--- src/hdl/raht_pkg.sv ---
package raht_pkg;

    // payload widths of the channels
    localparam int ACTION_W = 2;
    localparam int ADDR_W   = 64;
    localparam int REF_W    = 16;
    localparam int STATUS_W = 2;
    localparam int SLOT_W   = 10;
    localparam int CFG_W    = 4;

    // table size register lower limit and reset value
    localparam int MIN_LOG2  = 2;
    localparam logic [CFG_W-1:0] CFG_RESET = 4'd10;

    // home slot is taken from the key above the word alignment bits
    localparam int HASH_SHIFT = 2;

    // action codes
    localparam logic [ACTION_W-1:0] ACT_INSERT = 2'd0;
    localparam logic [ACTION_W-1:0] ACT_LOOKUP = 2'd1;
    localparam logic [ACTION_W-1:0] ACT_CLEAR  = 2'd2;

    // status codes
    localparam logic [STATUS_W-1:0] ST_OK   = 2'd0;
    localparam logic [STATUS_W-1:0] ST_MISS = 2'd1;
    localparam logic [STATUS_W-1:0] ST_FULL = 2'd2;

    // controller to datapath
    typedef struct packed {
        logic load;      // latch a new word and set up the probe
        logic probe;     // probe sequence running
        logic sweep;     // clearing pass, one slot a cycle
        logic res_zero;  // pending result is ok with zero fields
        logic out_load;  // move pending result to the output register
    } t_cmd;

    // datapath to controller
    typedef struct packed {
        logic decided;     // probe sequence reached its result
        logic sweep_last;  // clearing pass at its last slot
    } t_stat;

endpackage

--- src/hdl/raht_ctrl.sv ---
module raht_ctrl (
    input  logic                            i_clk,
    input  logic                            i_rst_n,
    input  logic                            i_req_valid,
    input  logic [raht_pkg::ACTION_W-1:0]   i_action,
    output logic                            o_req_ready,
    input  logic                            i_rsp_ready,
    output logic                            o_rsp_valid,
    output raht_pkg::t_cmd                  o_cmd,
    input  raht_pkg::t_stat                 i_stat
);
    import raht_pkg::*;

    typedef enum logic [2:0] {
        S_INIT,
        S_IDLE,
        S_PROBE,
        S_SWEEP,
        S_DONE
    } t_state;

    t_state r_state;
    t_state n_state;
    logic   r_out_valid;
    logic   n_out_valid;
    logic   accept;

    assign accept = (r_state == S_IDLE) && i_req_valid;

    // commands
    always_comb begin
        o_cmd.load     = accept;
        o_cmd.probe    = (r_state == S_PROBE);
        o_cmd.sweep    = (r_state == S_INIT) || (r_state == S_SWEEP);
        o_cmd.res_zero = (accept && !(i_action inside {ACT_INSERT, ACT_LOOKUP, ACT_CLEAR}))
                         || ((r_state == S_SWEEP) && i_stat.sweep_last);
        o_cmd.out_load = (r_state == S_DONE) && (!r_out_valid || i_rsp_ready);
    end

    // next state
    always_comb begin
        n_state = r_state;
        case (r_state)
            S_INIT: begin
                if (i_stat.sweep_last) n_state = S_IDLE;
            end
            S_IDLE: begin
                if (accept) begin
                    case (i_action)
                        ACT_INSERT, ACT_LOOKUP: n_state = S_PROBE;
                        ACT_CLEAR:              n_state = S_SWEEP;
                        default:                n_state = S_DONE;
                    endcase
                end
            end
            S_PROBE: begin
                if (i_stat.decided) n_state = S_DONE;
            end
            S_SWEEP: begin
                if (i_stat.sweep_last) n_state = S_DONE;
            end
            S_DONE: begin
                if (o_cmd.out_load) n_state = S_IDLE;
            end
            default: n_state = S_INIT;
        endcase
    end

    // output word held until taken
    always_comb begin
        n_out_valid = r_out_valid;
        if (o_cmd.out_load) begin
            n_out_valid = 1'b1;
        end else if (i_rsp_ready) begin
            n_out_valid = 1'b0;
        end
    end

    // state and registered outputs
    always_ff @(posedge i_clk) begin
        if (!i_rst_n) begin
            r_state     <= S_INIT;
            r_out_valid <= 1'b0;
        end else begin
            r_state     <= n_state;
            r_out_valid <= n_out_valid;
        end
    end

    assign o_req_ready = (r_state == S_IDLE);
    assign o_rsp_valid = r_out_valid;

    // checks
    a_decide_in_probe: assert property (@(posedge i_clk) disable iff (!i_rst_n)
        i_stat.decided |-> (r_state == S_PROBE))
        else $error("probe result outside probe sequence");

    a_clear_answers: assert property (@(posedge i_clk) disable iff (!i_rst_n)
        ((r_state == S_SWEEP) && i_stat.sweep_last) |=> (r_state == S_DONE))
        else $error("clear did not produce a result");

    a_load_shows: assert property (@(posedge i_clk) disable iff (!i_rst_n)
        o_cmd.out_load |=> (r_out_valid && (r_state == S_IDLE)))
        else $error("loaded result not presented");

endmodule

--- config.mk ---
export PLATFORM = sky130hd
export DESIGN_NAME = raht_ctrl
export DESIGN_NICKNAME = d
export VERILOG_FILES = /design/src/hdl/raht_pkg.sv /design/src/hdl/raht_ctrl.sv
export SDC_FILE = /design/constraint.sdc
export NUM_CORES = 1
export LEC_CHECK = 0
export ABC_AREA = 1
export BUFFER_PORTS_ARGS = -buffer_cell sky130_fd_sc_hd__buf_4
export CORE_AREA = 2 2 39 41
export CTS_CLUSTER_SIZE = 12
export DETAILED_ROUTE_END_ITERATION = 8
export DIE_AREA = 0 0 41 43
export PLACE_DENSITY = 0.51
export SLEW_MARGIN = 25
export SYNTH_ARGS = -nofsm -noshare
export SYNTH_HDL_FRONTEND = slang
export SYNTH_SLANG_ARGS = --single-unit
--- constraint.sdc ---
create_clock -name i_clk -period 1.35 [get_ports i_clk]
set_clock_uncertainty 0.05 [all_clocks]
set_input_delay 0.2025 -clock i_clk [delete_from_list [all_inputs] [get_ports i_clk]]
set_output_delay 0.2025 -clock i_clk [all_outputs]
set_load 0.005 [all_outputs]
### Yosys cells after proc, flatten, opt, wreduce, memory -nomap -nowiden

Cells that the tools add are included.
Widths: inputs -> output; s select.

| word-level totals | value |
|---|---|
| output and inout port bits | 7 |
| logic and storage cells | 37 |
| register bits | 4 |
| input bits | 8 |

| operators by class | value |
|---|---|
| mux-type cells | 9 |
| reduce and logical (&&, ||, !) cells | 15 |
| equality and inequality tests | 11 |

Operators with widths:

| operator | number |
|---|---|
| $mux 3 | 5 |
| $pmux 3 s5 | 1 |
| $eq 3x2->1 const B | 2 |
| $ne 2x2->1 const B | 3 |
| $pmux 3 s2 | 1 |
| $reduce_and 5->1 | 1 |
| $logic_and 1x1->1 | 4 |
| $ne 2x1->1 const B | 2 |
| $eq 3x1->1 const B | 1 |
| $eq 3x3->1 const B | 1 |
| $logic_not 3->1 | 1 |
| $logic_or 1x1->1 | 3 |
| $reduce_bool 3->1 | 1 |
| $eq 2x1->1 const B | 1 |
| $eq 2x2->1 const B | 1 |
| $logic_not 1->1 | 2 |
| $logic_not 2->1 | 1 |
| $mux 1 | 2 |
| $reduce_bool 2->1 | 1 |
| $reduce_or 2->1 | 1 |

### Longest topological paths before layout

Gate-level depths: netlist (run 1).

| logic depth | value |
|---|---|
| depth after elaboration | 5 |
| depth in mapped cells | 8 |
| gate-level depth less buffers | 8 |

### Least setup slack after synthesis (run 1)

OpenSTA, ideal clock, no wires.

| path | value |
|---|---|
| kind | register to register |
| start | register r_state[1] |
| end | register r_state[1] |
| slack | 0.222 ns |
| arrival time | 0.965 ns |
| cell stages (with the launch flop) | 8 |
| required time | 1.187 ns |
| setup time | 0.113 ns |
| cells stage by stage | dfxtp_1 inv_1 nor3_2 nand2_1 nand3_2 nand2_1 nand2_1 nor2_1 |

RTL lines:

| element | RTL line | text |
|---|---|---|
| start: declaration | raht_ctrl.sv:22 | `t_state r_state;` |
| start signal: assignment | raht_ctrl.sv:85 | `r_state <= n_state;` |

==> qor.yml, run 1 <==
drt:
  wl_per_cell_um: 10.27
  vias: 424
  routed_wl_um: 986
  vias_per_cell: 4.417
  dr.pass1.iters: 2
  drc: 0
  drt_iter0_markers: 1
  final_antenna_net_count: 0
critical_path:
  reg2reg_to: "r_state[2]$_SDFFE_PN0P_"
  setup.worst_path.start_class: "register"
  r2r_cells: 8
  end_kind: "output port"
  path_max_fanout: 5
  cp_data_required_time_ns: 1.10
  worstPathArrival_ns: 1.08
  endpoint: "o_cmd[1]"
  r2r_start: "r_state[1]$_SDFFE_PN0P_"
  critPathKind: "reg -> out"
  timing.reg2reg.setup_slack_ns: 0.07
  startpoint: "r_state[1]$_SDFFE_PN0P_"
floorplanning:
  die_x_um: 41
  fp-row-count: 14
  dieHeight_um: 43
  die_area_um2: 1763
  core_area_um2: 1384
  start_util_pct: 25.41
  io_pins: 15
logic_synthesis:
  ys_top_cells_by_area: "dfxtp_1 (23%), inv_1 (12%), nand2_1 (12%), nand3_1 (10%), nor2_1 (8.5%)"
  ys_types: 15
  synthCells: 60
  synthTopCellsByCount: "inv_1 (11), nand2_1 (11), nor2_1 (8)"
  synth_warnings: 0
  yosys_most_used_dff: "dfxtp_1"
  synth_edf_count: 0
  synth_area_per_cell_um2: 5.860
  syn-num-nets: 68
  syn_area_um2: 351.6
  synth_top_area_share_pct: 22.78
  synth-seq-cells: 4
  synth_top_area_cell: "dfxtp_1"
  async_flop_share_pct: 0
  yosysSeqAreaShare_pct: 22.78
timing:
  tightest_slew_ns: 0.1731
  period_share_pct: 99.05
  fin_ws_ns: 0.01284
  setup-violations-final: 0
  slew_violations: 0
  fmax_mhz: 747.9
  post-route-min-period_ns: 1.337
  rsz0062_at_grt: "yes"
  relSlewSlack_pct: 88.40
  fin_setup_tns_ns: 0
  hold_viol: 0
power_and_ir_drop:
  cellLeakagePower_nw: 0.2960
  ir_drop_uv: 755.1
  p_per_area_nw_per_um2: 1671
global_route:
  grt_first_pass_wirelength_um: 1476
  grt_usage_pct: 12.76
  antenna_found_initial: 0
  grt_max_degree: 8
  grt-ovfl-total: 0
  grt_pass1_vias: 399
flow_run:
  maxCapViolations: 0
cells_and_area:
  drive_gt1_share_pct: 47.50
  fillers: 153
  antenna_cells: 0
  finish.utilization_pct: 40.51
  register_area_um2: 91.34
  design_area_um2: 560.5
  multi_input_area_um2: 234.0
  nets: 90
  syn_to_final_growth_pct: 59.43
clock_network:
  tritoncts: "built"
  cts_root_buffer: "clkbuf_4"
  clk_path_buf_depth: 2
  clkLatencyLatePin_ns: 0.23
  cts.clk_slew.worst_paths_ns: 0.04
  cts_buffers: 3
  htreeDepth: 1
  clkSinkCount: 4
place:
  pre_cts_slack_ns: 0.02217
  hpwlAfterDp_um: 682.7
  io_buffers: 14
  routabilityCongestion: 0.7068
  place_area_um2: 461.7
run_status:
  run_status: "completed"
min_path:
  hold_path_class: "in -> reg"
==> cell type report <==
| class | instances | area share (%) |
|---|---|---|
| multi-input cells | 42 | 41.74 |
| clock buffers | 3 | 4.018 |
| inverters | 12 | 8.929 |
| flip-flops and latches | 4 | 16.29 |
| repair buffers | 19 | 25.45 |
| well taps | 16 | 3.571 |
==> cell families (layout without fill, tap and decap cells) <==
group | Yosys count | in the layout | share of synthesized area [%]
simple gates | 35 | 35 | 49.46
compound gates | 7 | 7 | 10.67
flops | 4 | 4 | 22.78
buf+inv | 14 | 34 | 17.08
==> timing repair <==
item	CTS	global route
hold buffers	0	0
endpoints found under the setup margin	4	3
resized for setup	9	6
pin swaps	1	0
buffers inserted	3	2
==> layout by cell type, fill, tap and decap left out, drive strengths merged <==
cell and count:
clkbuf 3, inv 12, a21oi 3, o22ai 2
buf 19, nand3 9, dfxtp 4, nand2 13
o21ai 2, nor3 1, nor2 12
==> worst min-delay path by stage <==
stage | cells after the start | slack [ns] | from | end
2_1_floorplan | 2 | 0.27 | i_rst_n | r_state[1]$_SDFFE_PN0P_
4_1_cts | 3 | 0.14 | i_rst_n | r_state[1]$_SDFFE_PN0P_
3_5_place_dp | 3 | 0.40 | i_rst_n | r_state[1]$_SDFFE_PN0P_
5_1_grt | 3 | 0.16 | i_rst_n | r_state[1]$_SDFFE_PN0P_
6_report | 3 | 0.15 | i_rst_n | r_state[1]$_SDFFE_PN0P_
3_3_place_gp | 3 | 0.39 | i_rst_n | r_state[1]$_SDFFE_PN0P_
==> critical path, stage by stage, from the launching register on <==
cell and delay (ns):
dfxtp_4 0.36, inv_4 0.07, nand3_4 0.09, nor2_4 0.09
nand2_1 0.05, o21ai_1 0.07, buf_4 0.12
==> per-stage QoR <==
stage	hold slack [ns]	std cells	power (W)
finish	0.1506	96	0.0009369
global placement	0.3934	88	0.0006450
floorplan	0.2729	60	0.0004957
global route	0.1624	96	0.001030
CTS	0.1437	94	0.0008779
detailed placement	0.3958	88	0.0006409
==> where the power goes <==
group	total, W	switching, W	internal, W
Sequential	0.000237	0.0000699	0.000167
Combinational	0.000554	0.000279	0.000275
Clock	0.000146	0.0000463	0.0000993
Total	0.000937	0.000395	0.000542
==> sequential cells by signal, indices dropped and copies added, names as in the netlist <==
| name | flops |
|---|---|
| r_state | 3 |
| o_rsp_valid | 1 |
==> layer usage <==
| layer | GRT usage, % | vias to the layer above | wire, um |
|---|---|---|---|
| li1 | - | 231 | - |
| met3 | 3.141 | 0 | 33 |
| met4 | 8.000 | 0 | 0 |
| met1 | 12.90 | 186 | 416 |
| met2 | 21.56 | 7 | 536 |
| met5 | 0 | - | 0 |
No activity file was read; power rests on OpenSTA's default activity.
==> run 2, diff against run 1 <==
--- a/config.mk
+++ b/config.mk
@@ -8,6 +8,7 @@
 export ABC_AREA = 1
 export BUFFER_PORTS_ARGS = -buffer_cell sky130_fd_sc_hd__buf_4
 export CORE_AREA = 2 2 39 41
+export CTS_BUF_LIST = sky130_fd_sc_hd__clkbuf_16
 export CTS_CLUSTER_SIZE = 12
 export DETAILED_ROUTE_END_ITERATION = 8
 export DIE_AREA = 0 0 41 43
==> run 2 against run 1 <==
Fmax up 0.60%. Largest power group unchanged. Final area up 8.0%. Largest cell class unchanged. Critical path depth unchanged.
==> qor.yml, run 2 (synthesis results as in run 1) <==
critical_path:
  path_max_fanout: 5
  critPathKind: "reg -> out"
  end_kind: "output port"
  worstPathArrival_ns: 1.08
  cp_data_required_time_ns: 1.10
  setup.worst_path.start_class: "register"
place:
  placed_cells: 88
  io_buffers: 14
  hpwlAfterDp_um: 682.7
  routabilityCongestion: 0.7068
global_route:
  grt_max_degree: 8
  grt_usage_pct: 13.47
  grt_pass1_vias: 393
  grt-ovfl-total: 0
  grt.busiest_layer: "met2"
  grt_use_met2_pct: 22.19
  antenna_found_initial: 0
  grt_first_pass_wirelength_um: 1566
  use_met1_pct: 14.52
  use_met3_pct: 3.141
clock_network:
  tritoncts: "built"
  clkLatencyLatePin_ns: 0.23
  cts_buffers: 3
  clkSinkCount: 4
  cts_root_buffer: "clkbuf_16"
  clk_path_buf_depth: 2
  cts.clk_slew.worst_paths_ns: 0.03
  htreeDepth: 1
drt:
  final_antenna_net_count: 0
  vias: 428
  dr.pass1.iters: 3
  routed_wl_um: 1034
  drt_iter0_markers: 16
  wl_per_cell_um: 10.88
  vias_per_cell: 4.505
  drc: 0
power_and_ir_drop:
  p_per_area_nw_per_um2: 2061
  ir_drop_uv: 1084
  cellLeakagePower_nw: 0.3138
flow_run:
  maxCapViolations: 0
floorplanning:
  start_util_pct: 25.41
  die_area_um2: 1763
  io_pins: 15
  die_x_um: 41
  fp-row-count: 14
  dieHeight_um: 43
  core_area_um2: 1384
cells_and_area:
  finish.utilization_pct: 43.76
  final_common_cell: "buf_4"
  syn_to_final_growth_pct: 72.24
  antenna_cells: 0
  largest_reg_flops: 3
  nets: 89
  regMostFlops: "r_state"
  final_cells: 95
  most-common-layout-cells: "buf_4 (18), inv_1 (10), nand2_1 (10), nor2_1 (7), nand3_1 (7)"
  drive_gt1_share_pct: 46.84
timing:
  slew_violations: 0
  fin_setup_tns_ns: 0
  tightest_slew_ns: 0.1856
  setup-violations-final: 0
  rsz0062_at_grt: "yes"
  period_share_pct: 98.45
  fmax_mhz: 752.4
  hold_viol: 0
  relSlewSlack_pct: 87.63
  post-route-min-period_ns: 1.329
run_status:
  run_status: "completed"
min_path:
  hold_path_class: "in -> reg"
## run 2: cell types whose count changed in the layout (fill, tap and decap cells not counted), sizes merged
cell / delta
buf: -1
## run 2: final cells by class
class / instances / area, um2
Clock buffer: 3 / 75.07
Timing Repair Buffer: 18 / 135.1
Sequential cell: 4 / 91.34
Inverter: 12 / 50.05
Multi-Input combinational cell: 42 / 234.0
Fill cell: 144 / 778.2
Tap cell: 16 / 20.02
## run 2: routing by layer
metal	share of wire [%]	vias up	wire length, um
met4	1.5	0	15
met2	53	10	551
li1	-	230	-
met5	0	-	0
met1	41	185	421
met3	4.4	3	46
## run 2: path summary, 6_finish.rpt
kind | startpoint | to | slack, ns | cells after the start
max reg2reg | r_state[1]$_SDFFE_PN0P_ | r_state[1]$_SDFFE_PN0P_ | 0.11 | 8
max | r_state[1]$_SDFFE_PN0P_ | o_cmd[1] | 0.02 | 6
min | i_rst_n | r_state[1]$_SDFFE_PN0P_ | 0.17 | 3
min reg2reg | o_rsp_valid$_SDFFE_PN0P_ | o_rsp_valid$_SDFFE_PN0P_ | 0.46 | 2
## run 2: where the power goes
group	internal [W]	total [W]	switching [W]
Clock	0.000379	0.000466	0.0000871
Combinational	0.000266	0.000542	0.000276
Sequential	0.000167	0.000240	0.0000730
## run 2: worst max-delay path, cell delays in order (launching register included)
cell and delay, ns:
dfxtp_4 0.36, inv_4 0.08, nand3_4 0.09, nor2_4 0.09, nand2_1 0.05, o21ai_1 0.07, buf_4 0.12
## run 2: timing repair
action | 4_1_cts | 5_1_grt
cloned | 0 | 0
hold buffers | 0 | 0
endpoints found under the setup margin | 2 | 3
resized for setup | 8 | 7
setup buffers | 3 | 1
pin swaps | 1 | 0
## run 2: per-stage QoR
stage                     area (um2)  hold slack (ns)  setup WS [ns]  total power [W]
after floorplan                351.6           0.2729         0.2219        0.0004957
after global placement         461.7           0.3934        0.01624        0.0006450
after detailed placement       461.7           0.3958        0.02217        0.0006409
after CTS                      580.6           0.1727        0.02564         0.001186
after global routing           605.6           0.1853       -0.03034         0.001335
final                          605.6           0.1655        0.02088         0.001248
